File: src/rtl/core/mltt_pkg.sv
// ----------------------------------------------------------------------------
// mltt_pkg
// shared types, character codes and helpers of the text line tokenizer
// ----------------------------------------------------------------------------
`timescale 1ns / 1ps

package mltt_pkg;

   localparam int POSITION_WIDTH = 16;
   localparam int SPAN_WIDTH     = 16;
   localparam int FIFO_DEPTH     = 4;
   localparam int FIFO_PTR_W     = $clog2(FIFO_DEPTH);
   localparam int FIFO_CNT_W     = $clog2(FIFO_DEPTH + 1);

   localparam logic [7:0] CH_HASH   = 8'h23;
   localparam logic [7:0] CH_LBRACE = 8'h7B;
   localparam logic [7:0] CH_RBRACE = 8'h7D;
   localparam logic [7:0] CH_EQUAL  = 8'h3D;
   localparam logic [7:0] CH_QUOTE  = 8'h22;
   localparam logic [7:0] CH_COMMA  = 8'h2C;
   localparam logic [7:0] CH_NUL    = 8'h00;
   localparam logic [7:0] CH_SPACE  = 8'h20;
   localparam logic [7:0] CH_TAB    = 8'h09;
   localparam logic [7:0] CH_CR     = 8'h0D;
   localparam logic [7:0] CH_LF     = 8'h0A;

   localparam logic [1:0] EV_NAME  = 2'd0;
   localparam logic [1:0] EV_LABEL = 2'd1;
   localparam logic [1:0] EV_VALUE = 2'd2;
   localparam logic [1:0] EV_END   = 2'd3;

   typedef logic [POSITION_WIDTH-1:0] pos_type;
   typedef logic [SPAN_WIDTH-1:0]     span_type;

   typedef struct packed {
      logic [1:0] kind;
      span_type   first_start;
      span_type   first_length;
      span_type   second_start;
      span_type   second_length;
      logic       overflow;
      logic       last;
   } event_type;

   // up to two events from one byte; second is valid only with the first
   typedef struct packed {
      logic      valid0;
      logic      valid1;
      event_type ev0;
      event_type ev1;
   } evt_pair_type;

   function automatic span_type span_of(input pos_type p);
      return SPAN_WIDTH'(p);
   endfunction

   function automatic span_type span_len(input pos_type s, input pos_type e);
      return span_of(e) - span_of(s);
   endfunction

   function automatic logic is_blank(input logic [7:0] c);
      return (c == CH_SPACE) || (c == CH_TAB);
   endfunction

   function automatic logic is_eol(input logic [7:0] c);
      return (c == CH_CR) || (c == CH_LF) || (c == CH_NUL);
   endfunction

endpackage

File: src/rtl/core/mltt_parser.sv
// ----------------------------------------------------------------------------
// mltt_parser
// input register and one-byte parser step producing up to two events
// ----------------------------------------------------------------------------
`timescale 1ns / 1ps

module mltt_parser
   import mltt_pkg::*;
(
   input  logic         clock,
   input  logic         reset,
   input  logic         req_tvalid,
   output logic         req_tready,
   input  logic [7:0]   req_byte,
   input  logic         req_sot,
   input  logic         room,
   output evt_pair_type pair
);

   typedef enum logic [11:0] {
      PS_LINE_START   = 12'b0000_0000_0001,
      PS_COMMENT      = 12'b0000_0000_0010,
      PS_NAME         = 12'b0000_0000_0100,
      PS_LABEL_OR_VAL = 12'b0000_0000_1000,
      PS_LNAME_START  = 12'b0000_0001_0000,
      PS_LNAME        = 12'b0000_0010_0000,
      PS_EXPECT_EQ    = 12'b0000_0100_0000,
      PS_EXPECT_QUOTE = 12'b0000_1000_0000,
      PS_LVALUE       = 12'b0001_0000_0000,
      PS_LNAME_COMMA  = 12'b0010_0000_0000,
      PS_WAIT_VALUE   = 12'b0100_0000_0000,
      PS_VALUE        = 12'b1000_0000_0000
   } state_type;

   localparam pos_type POS_CAP = '1;

   logic       in_valid_ff;
   logic [7:0] byte_ff;
   logic       sot_ff;
   logic       fire;

   state_type  state_ff, state_in, state_c;
   pos_type    pos_ff, pos_in, pos_c, nxt;
   pos_type    tstart_ff, tstart_in, tstart_c;
   pos_type    tend_ff, tend_in, tend_c;
   pos_type    vstart_ff, vstart_in, vstart_c;
   pos_type    vend_ff, vend_in, vend_c;
   logic       fin_ff, fin_in, fin_c;
   logic       ovf_ff, ovf_in, ovf_c;
   logic       at_cap;
   logic       emit_name, emit_label, emit_value, emit_end;

   assign fire       = in_valid_ff && room;
   assign req_tready = !in_valid_ff || room;

   // start of text clears everything ahead of this byte
   always_comb begin
      state_c  = sot_ff ? PS_LINE_START : state_ff;
      pos_c    = sot_ff ? '0 : pos_ff;
      tstart_c = sot_ff ? '0 : tstart_ff;
      tend_c   = sot_ff ? '0 : tend_ff;
      vstart_c = sot_ff ? '0 : vstart_ff;
      vend_c   = sot_ff ? '0 : vend_ff;
      fin_c    = sot_ff ? 1'b0 : fin_ff;
      ovf_c    = sot_ff ? 1'b0 : ovf_ff;
   end

   assign at_cap = (pos_c == POS_CAP);
   assign nxt    = at_cap ? POS_CAP : pos_c + 1'b1;

   always_comb begin
      state_in   = state_c;
      tstart_in  = tstart_c;
      tend_in    = tend_c;
      vstart_in  = vstart_c;
      vend_in    = vend_c;
      fin_in     = fin_c;
      ovf_in     = fin_c ? ovf_c : (ovf_c | at_cap);
      emit_name  = 1'b0;
      emit_label = 1'b0;
      emit_value = 1'b0;
      emit_end   = 1'b0;
      if (!fin_c) begin
         unique case (state_c)
            PS_COMMENT: begin
               if (byte_ff == CH_CR || byte_ff == CH_LF) state_in = PS_LINE_START;
               else if (byte_ff == CH_NUL) fin_in = 1'b1;
            end
            PS_NAME: begin
               if (is_blank(byte_ff) || byte_ff == CH_LBRACE) begin
                  state_in  = is_blank(byte_ff) ? PS_LABEL_OR_VAL : PS_LNAME_START;
                  emit_name = 1'b1;
               end else if (is_eol(byte_ff)) begin
                  state_in  = PS_LINE_START;
                  emit_name = 1'b1;
                  emit_end  = 1'b1;
               end else begin
                  tend_in = nxt;
               end
            end
            PS_LABEL_OR_VAL: begin
               if (byte_ff == CH_LBRACE) begin
                  state_in = PS_LNAME_START;
               end else if (is_eol(byte_ff)) begin
                  state_in = PS_LINE_START;
                  emit_end = 1'b1;
               end else if (!is_blank(byte_ff)) begin
                  state_in  = PS_VALUE;
                  tstart_in = pos_c;
                  tend_in   = nxt;
               end
            end
            PS_LNAME_START: begin
               if (is_blank(byte_ff)) begin
                  state_in = PS_LNAME_START;
               end else if (byte_ff == CH_RBRACE) begin
                  state_in = PS_WAIT_VALUE;
               end else if (is_eol(byte_ff)) begin
                  state_in = PS_LINE_START;
                  emit_end = 1'b1;
               end else begin
                  state_in  = PS_LNAME;
                  tstart_in = pos_c;
                  tend_in   = nxt;
               end
            end
            PS_LNAME: begin
               if (is_blank(byte_ff)) begin
                  state_in = PS_EXPECT_EQ;
               end else if (is_eol(byte_ff)) begin
                  state_in = PS_LINE_START;
                  emit_end = 1'b1;
               end else if (byte_ff == CH_EQUAL) begin
                  state_in = PS_EXPECT_QUOTE;
               end else begin
                  tend_in = nxt;
               end
            end
            PS_EXPECT_EQ: begin
               if (is_eol(byte_ff)) begin
                  state_in = PS_LINE_START;
                  emit_end = 1'b1;
               end else if (byte_ff == CH_EQUAL) begin
                  state_in = PS_EXPECT_QUOTE;
               end
            end
            PS_EXPECT_QUOTE: begin
               if (is_eol(byte_ff)) begin
                  state_in = PS_LINE_START;
                  emit_end = 1'b1;
               end else if (byte_ff == CH_QUOTE) begin
                  state_in  = PS_LVALUE;
                  vstart_in = nxt;
                  vend_in   = nxt;
               end
            end
            PS_LVALUE: begin
               // no escapes: a quote always closes the value
               if (is_eol(byte_ff)) begin
                  state_in = PS_LINE_START;
                  emit_end = 1'b1;
               end else if (byte_ff == CH_QUOTE) begin
                  state_in   = PS_LNAME_COMMA;
                  emit_label = 1'b1;
               end else begin
                  vend_in = nxt;
               end
            end
            PS_LNAME_COMMA: begin
               if (is_eol(byte_ff)) begin
                  state_in = PS_LINE_START;
                  emit_end = 1'b1;
               end else if (byte_ff == CH_COMMA) begin
                  state_in = PS_LNAME_START;
               end else if (byte_ff == CH_RBRACE) begin
                  state_in = PS_WAIT_VALUE;
               end
            end
            PS_WAIT_VALUE: begin
               if (is_eol(byte_ff)) begin
                  state_in = PS_LINE_START;
                  emit_end = 1'b1;
               end else if (!is_blank(byte_ff)) begin
                  state_in  = PS_VALUE;
                  tstart_in = pos_c;
                  tend_in   = nxt;
               end
            end
            PS_VALUE: begin
               if (is_eol(byte_ff)) begin
                  state_in   = PS_LINE_START;
                  emit_value = 1'b1;
                  emit_end   = 1'b1;
               end else begin
                  tend_in = nxt;
               end
            end
            default: begin
               // line start, and any code outside the list
               if (is_blank(byte_ff) || byte_ff == CH_CR || byte_ff == CH_LF) begin
                  state_in = PS_LINE_START;
               end else if (byte_ff == CH_NUL) begin
                  state_in = PS_LINE_START;
                  fin_in   = 1'b1;
               end else if (byte_ff == CH_HASH) begin
                  state_in = PS_COMMENT;
               end else begin
                  state_in  = PS_NAME;
                  tstart_in = pos_c;
                  tend_in   = nxt;
               end
            end
         endcase
      end
      pos_in = fin_in ? pos_c : nxt;
   end

   // event build: a span event comes first, the record end after it
   always_comb begin
      pair            = '0;
      pair.ev0.overflow = ovf_in;
      pair.ev1.overflow = ovf_in;
      pair.ev1.kind   = EV_END;
      pair.ev1.last   = 1'b1;
      if (emit_name || emit_value || emit_label) begin
         pair.valid0           = fire;
         pair.valid1           = fire && emit_end;
         pair.ev0.kind         = emit_name ? EV_NAME : (emit_value ? EV_VALUE : EV_LABEL);
         pair.ev0.first_start  = span_of(tstart_c);
         pair.ev0.first_length = span_len(tstart_c, tend_c);
         pair.ev0.last         = !emit_end;
         if (emit_label) begin
            pair.ev0.second_start  = span_of(vstart_c);
            pair.ev0.second_length = span_len(vstart_c, vend_c);
         end
      end else if (emit_end) begin
         pair.valid0   = fire;
         pair.ev0.kind = EV_END;
         pair.ev0.last = 1'b1;
      end
   end

   always_ff @(posedge clock) begin
      if (reset) begin
         in_valid_ff <= 1'b0;
         state_ff    <= PS_LINE_START;
         pos_ff      <= '0;
         tstart_ff   <= '0;
         tend_ff     <= '0;
         vstart_ff   <= '0;
         vend_ff     <= '0;
         fin_ff      <= 1'b0;
         ovf_ff      <= 1'b0;
      end else begin
         if (req_tready) in_valid_ff <= req_tvalid;
         if (fire) begin
            state_ff  <= state_in;
            pos_ff    <= pos_in;
            tstart_ff <= tstart_in;
            tend_ff   <= tend_in;
            vstart_ff <= vstart_in;
            vend_ff   <= vend_in;
            fin_ff    <= fin_in;
            ovf_ff    <= ovf_in;
         end
      end
   end

   always_ff @(posedge clock) begin
      if (req_tvalid && req_tready) begin
         byte_ff <= req_byte;
         sot_ff  <= req_sot;
      end
   end

endmodule

File: src/rtl/core/mltt_event_fifo.sv
// ----------------------------------------------------------------------------
// mltt_event_fifo
// small result queue taking up to two events per cycle, one out per cycle
// ----------------------------------------------------------------------------
`timescale 1ns / 1ps

module mltt_event_fifo
   import mltt_pkg::*;
(
   input  logic         clock,
   input  logic         reset,
   input  evt_pair_type pair,
   output logic         room,
   output logic         rsp_tvalid,
   input  logic         rsp_tready,
   output event_type    rsp_event
);

   event_type               entry_ff [FIFO_DEPTH];
   logic [FIFO_PTR_W-1:0]   wr_ptr_ff, wr_ptr_in, rd_ptr_ff, rd_ptr_in;
   logic [FIFO_CNT_W-1:0]   count_ff, count_in;
   logic [FIFO_PTR_W-1:0]   wr_ptr_next;
   logic [1:0]              push_n;
   logic                    pop;

   assign room        = (count_ff <= FIFO_CNT_W'(FIFO_DEPTH - 2));
   assign rsp_tvalid  = (count_ff != '0);
   assign rsp_event   = entry_ff[rd_ptr_ff];
   assign pop         = rsp_tvalid && rsp_tready;
   assign push_n      = {1'b0, pair.valid0} + {1'b0, pair.valid1};
   assign wr_ptr_next = wr_ptr_ff + 1'b1;

   always_comb begin
      wr_ptr_in = wr_ptr_ff + FIFO_PTR_W'(push_n);
      rd_ptr_in = rd_ptr_ff + FIFO_PTR_W'(pop);
      count_in  = count_ff + FIFO_CNT_W'(push_n) - FIFO_CNT_W'(pop);
   end

   always_ff @(posedge clock) begin
      if (reset) begin
         wr_ptr_ff <= '0;
         rd_ptr_ff <= '0;
         count_ff  <= '0;
      end else begin
         wr_ptr_ff <= wr_ptr_in;
         rd_ptr_ff <= rd_ptr_in;
         count_ff  <= count_in;
      end
   end

   always_ff @(posedge clock) begin
      if (pair.valid0) entry_ff[wr_ptr_ff]   <= pair.ev0;
      if (pair.valid1) entry_ff[wr_ptr_next] <= pair.ev1;
   end

endmodule

File: src/rtl/core/metrics_text_line_tokenizer_top.sv
// ----------------------------------------------------------------------------
// metrics_text_line_tokenizer_top
// byte-stream tokenizer for metrics exposition text, reporting token spans
// ----------------------------------------------------------------------------
// usage:
//   - req channel: one text byte per request; req_tuser flags start of text,
//     which clears parser state and byte position ahead of that byte
//   - a byte of zero ends the content; inside a record it acts as
//     a line end, at line start or in a comment it silences the block until
//     the next start of text
//   - rsp channel: up to two events per request (name, label, value, record end),
//     with byte offsets and lengths; rsp_tlast marks the last event of a byte
//   - path: a byte sits in the input register, is parsed and its events are
//     written into a four-entry queue, which presents them on the rsp channel
//   - throughput: one byte per cycle while the queue holds at most two
//     events; for bytes yielding two events, the output port's one event per
//     cycle sets the rate
//   - reset: synchronous; clears the parser to line start, position zero,
//     and empties the queue
//   - stall: when the queue cannot take two more events the input register
//     holds and req_tready drops; queued events wait intact for rsp_tready
// ----------------------------------------------------------------------------
`timescale 1ns / 1ps

module metrics_text_line_tokenizer_top
   import mltt_pkg::*;
(
   input  logic        clock,
   input  logic        reset,
   // request channel
   input  logic        req_tvalid,
   output logic        req_tready,
   input  logic [7:0]  req_tdata,   // [7:0] text_byte
   input  logic        req_tuser,   // [0] start_of_text
   // result channel
   output logic        rsp_tvalid,
   input  logic        rsp_tready,
   output logic [71:0] rsp_tdata,   // [15:0] first_start, [31:16] first_length,
                                    // [47:32] second_start, [63:48] second_length,
                                    // [64] position_overflow, [71:65] zero
   output logic [1:0]  rsp_tuser,   // [1:0] event_kind
   output logic        rsp_tlast    // last_event
);

   localparam int DATA_USED = 4 * SPAN_WIDTH + 1;
   localparam int DATA_PAD  = 72 - DATA_USED;

   evt_pair_type pair;
   event_type    rsp_event;
   logic         room;

   // input register and parser step
   mltt_parser u_parser (
      .clock      (clock),
      .reset      (reset),
      .req_tvalid (req_tvalid),
      .req_tready (req_tready),
      .req_byte   (req_tdata),
      .req_sot    (req_tuser),
      .room       (room),
      .pair       (pair)
   );

   // result queue decouples the parser from the receiver
   mltt_event_fifo u_event_fifo (
      .clock      (clock),
      .reset      (reset),
      .pair       (pair),
      .room       (room),
      .rsp_tvalid (rsp_tvalid),
      .rsp_tready (rsp_tready),
      .rsp_event  (rsp_event)
   );

   // pack result fields, lowest first
   assign rsp_tdata = {{DATA_PAD{1'b0}},
                       rsp_event.overflow,
                       rsp_event.second_length,
                       rsp_event.second_start,
                       rsp_event.first_length,
                       rsp_event.first_start};
   assign rsp_tuser = rsp_event.kind;
   assign rsp_tlast = rsp_event.last;

endmodule

File: config.mk
export PLATFORM = sky130hd
export DESIGN_NAME = metrics_text_line_tokenizer_top
export DESIGN_NICKNAME = d
export VERILOG_FILES = /design/src/rtl/core/mltt_pkg.sv /design/src/rtl/core/mltt_parser.sv /design/src/rtl/core/mltt_event_fifo.sv /design/src/rtl/core/metrics_text_line_tokenizer_top.sv
export SDC_FILE = /design/constraint.sdc
export NUM_CORES = 1
export LEC_CHECK = 0
export BUFFER_PORTS_ARGS = -buffer_cell sky130_fd_sc_hd__buf_2
export CORE_AREA = 2 2 190 192
export CTS_CLUSTER_SIZE = 10
export DETAILED_ROUTE_END_ITERATION = 16
export DIE_AREA = 0 0 192 194
export HOLD_SLACK_MARGIN = 0.1
export PLACE_DENSITY = 0.81
export SLEW_MARGIN = 25
export SYNTH_ARGS = -nofsm -noshare
export SYNTH_HDL_FRONTEND = slang
export SYNTH_HIERARCHICAL = 1
export SYNTH_SLANG_ARGS = --single-unit
File: constraint.sdc
create_clock -name clock -period 11.4 [get_ports clock]
set_clock_uncertainty 0.2 [all_clocks]
set_input_delay 0.57 -clock clock [delete_from_list [all_inputs] [get_ports clock]]
set_output_delay 0.57 -clock clock [all_outputs]
set_load 0.02 [all_outputs]
==> impl_results.md <==
- EDFF count, synth: 281
- Clk root buf: clkbuf_16
- DRC viols: 0
- Post-synth ARST share: 0%
- Met3 usage: 5.683%
- # rows: 69
- TritonCTS clock tree: built
- Starting Density: a little over three fifths
- Die W: 192 um
- Fill cell count: about 2500
- RSZ-0062 raised after global routing: no
- WS Path Type: flop to flop
- Vias in the first global route: 15254
- Most frequent cells in the layout: edfxtp_1, mux2_2, nor2_1
- # port buffers: 82
- CTS sink cnt: between 300 and 400
- Setup TNS: 0 ns
- DRT iter0 DRCs: between 1000 and 1500
- Total number of vias: 15357
- Yosys Warn Count: 6
- Most used flip-flop cell after synthesis: edfxtp_1
- Met1 Use GR: 41.85%
- Nature of the critical path startpoint: flop
- Worst-Margin Slew: 1.112 ns
- Commonest non-fill, non-tap cell in the layout: edfxtp_1
- Flop2flop setup slack: 6.03 ns
- Reg2reg path depth: 11
- Synthesized flop and latch total: ~380
- Clock-pin slew on the worst setup and hold paths: 0.06 ns
- Area delta synth->final: 8.349%
- Reg-to-reg endpoint: u_event_fifo/entry_ff[1][64]
- Worst Path Max Fanout: just over 60
- Slew margin rel.: 25.06%
- F_max: approximately 190 MHz
- First-pass GRT wire length: 86930 um
- Worst r2r src: u_parser/sot_ff
- Sequential-to-total area share from yosys stat: 47.67%
- Fin. Hold Viols: 0
- Die height: 194 um
- # IOs: 90
- Maxcap violations: 0
- Pre-CTS setup slack: roughly 6.0 ns
- Tcrit/Tclk final: 47.15%
- Max-slew violations: 0
- Net count reported at finish: 1941
- Post-CTS sizing: 0
- CTS H-tree depth: 2
- GRT Total Usage: 30.28%
- Post-synthesis cell type count: a little over 90
- Max clock buf depth: 3
- CTS Buf Count: 44
- Worst-Skew Late Latency: 0.57 ns
- CP endpoint kind: flop
- Period minus WS final: 5.375 ns
- Post-detailed-route wirelength per cell: 23.20 um
- Synth Cell Area: 21990 sq um
- Setup ws final: 6.025 ns
- Layout cells sized above 1: 28.10%
- Status: complete, no violations
- Top post-synthesis cells by area: edfxtp_1, mux2_2, dfxtp_1, mux4_2, buf_4
- Top-area cell type share of the netlist area: 38.38%
- Cts hold-fix bufs: 10
- DIE AREA: 37250 sq um
- Hold EP: u_parser/ovf_ff
- Hold path start: u_parser/ovf_ff
- Final WL: 55390 um
- Initial antenna violation count: 0
- Hold Crit Depth: 2
- Drt pass-1 iters: 5
- Busiest grt layer: met2
- Post-route ant nets: 0
- DP HPWL: 35700 um
- Via density: 6.434
- Largest net degree at the start of global routing: 78
- Worst setup path start: u_parser/sot_ff
- Synth Area per Inst: 11.97 sq um
- Gr ovfl total: 0
- Worst Path Arrival: 5.49 ns
- Core ar.: 35220 sq um
- GR Layer Usage met2: between 40% and 50%
- Static Leak: a little under 9 nW
- Post CTS Setup Buffer Count: 0
- Mapped Cells: ~1800
- Routability cong.: about 0.98
- CP required: between 10 and 15 ns
- PwrDens: 146.7 nW/um^2
- Largest area contributor in the synthesized netlist: edfxtp_1
- HP Class: flop to flop
- Final setup fails: 0
- Worst vdd ir: 115.7 uV
==> power by group <==
group	internal, mW	switching, mW
clock network	0.751	0.545
registers	1.50	0.0630
logic	0.272	0.364
total	2.52	0.972
==> per-stage QoR <==
step / utilization, % / hold slack [ns] / power, mW / std cells / cell area (sq um)
global route: 67.62 / 0.2815 / 3.625 / 2386 / 23820
detailed placement: 63.62 / 0.2564 / 2.222 / 2294 / 22410
global placement: 63.62 / 0.2499 / 2.215 / 2294 / 22410
finish: 67.63 / 0.2713 / 3.494 / 2387 / 23820
CTS: 67.58 / 0.2637 / 3.515 / 2386 / 23800
floorplan: - / 0.2366 / 2.070 / 1908 / 22250
==> final cells by class <==
class | count | area [sq um] | share of cell area (%)
diodes | 1 | 2.502 | 0.01050
clock buffers | 79 | 1274 | 5.347
clock inverters | 3 | 22.52 | 0.09454
inverters | 32 | 120.1 | 0.5042
multi-input cells | 1311 | 10640 | 44.68
flip-flops and latches | 383 | 10490 | 44.02
well taps | 461 | 576.8 | 2.421
repair buffers | 117 | 698.2 | 2.931
==> logic make-up after synthesis <==
| kind of cell | Yosys count | synth area share (%) |
|---|---|---|
| compound gates | 319 | 9.976 |
| xor+xnor | 39 | 1.679 |
| fa+ha+maj | 39 | 2.322 |
| buf+inv | 214 | 5.463 |
| flops | 383 | 47.67 |
| mux | 344 | 21.08 |
| other cells | 3 | 0.05121 |
| simple gates | 496 | 11.76 |
==> metal layers <==
layer	vias up	routed length [um]
met3	88	4112
met1	7614	23200
li1	6966	-
met5	-	0
met2	689	26480
met4	0	1595
==> critical path, stage by stage (launching register included) <==
cell      delay (ns)
edfxtp_1        0.35
buf_4           0.33
or3_1           0.50
or4_1           0.83
nor2_1          0.33
a21oi_1         0.13
nor2_1          0.12
nor2_1          0.06
nor2_1          0.41
nor3b_4         0.47
buf_4           0.82
mux2_2          0.43
==> synthesized netlist by cell type, drive strengths merged (5+ instances only) <==
library cell  number
a22oi             29
a21boi             5
o21ai             69
inv               31
a21o               8
and3              11
o32ai              5
o21a               5
nor2             142
a22o              40
o211ai             8
or4                6
mux4              68
nor4              19
nor2b             48
nand3             27
nand4             13
nand2             97
o221ai             6
clkbuf            48
mux2             272
xor2              15
dfxtp            102
a211oi            19
ha                36
a31oi              7
and2              39
a21oi             69
nand2b            13
nor3b              6
edfxtp           281
a2111oi            7
nor3              36
buf              134
or3               11
xnor2             22
or2                6
==> flip-flops by register name, summed over array words and instances (netlist names), 2 cells and up <==
signal / flops
u_event_fifo/count_ff: 3
u_event_fifo/entry_ff: 272
u_event_fifo/rd_ptr_ff: 2
u_event_fifo/wr_ptr_ff: 2
u_parser/byte_ff: 8
u_parser/pos_ff: 16
u_parser/state_ff: 12
u_parser/tend_ff: 16
u_parser/tstart_ff: 16
u_parser/vend_ff: 16
u_parser/vstart_ff: 16
==> worst max path at each step <==
stage,endpoint,slack (ns)
6_report,u_event_fifo/entry_ff[1][64],6.03
5_1_grt,u_event_fifo/entry_ff[3][56],5.65
4_1_cts,u_event_fifo/entry_ff[2][48],6.05
3_5_place_dp,u_event_fifo/entry_ff[2][48],6.04
3_3_place_gp,u_event_fifo/entry_ff[2][50],6.14
2_1_floorplan,u_event_fifo/entry_ff[2][0],3.07
No activity file was read; power rests on OpenSTA's default activity.
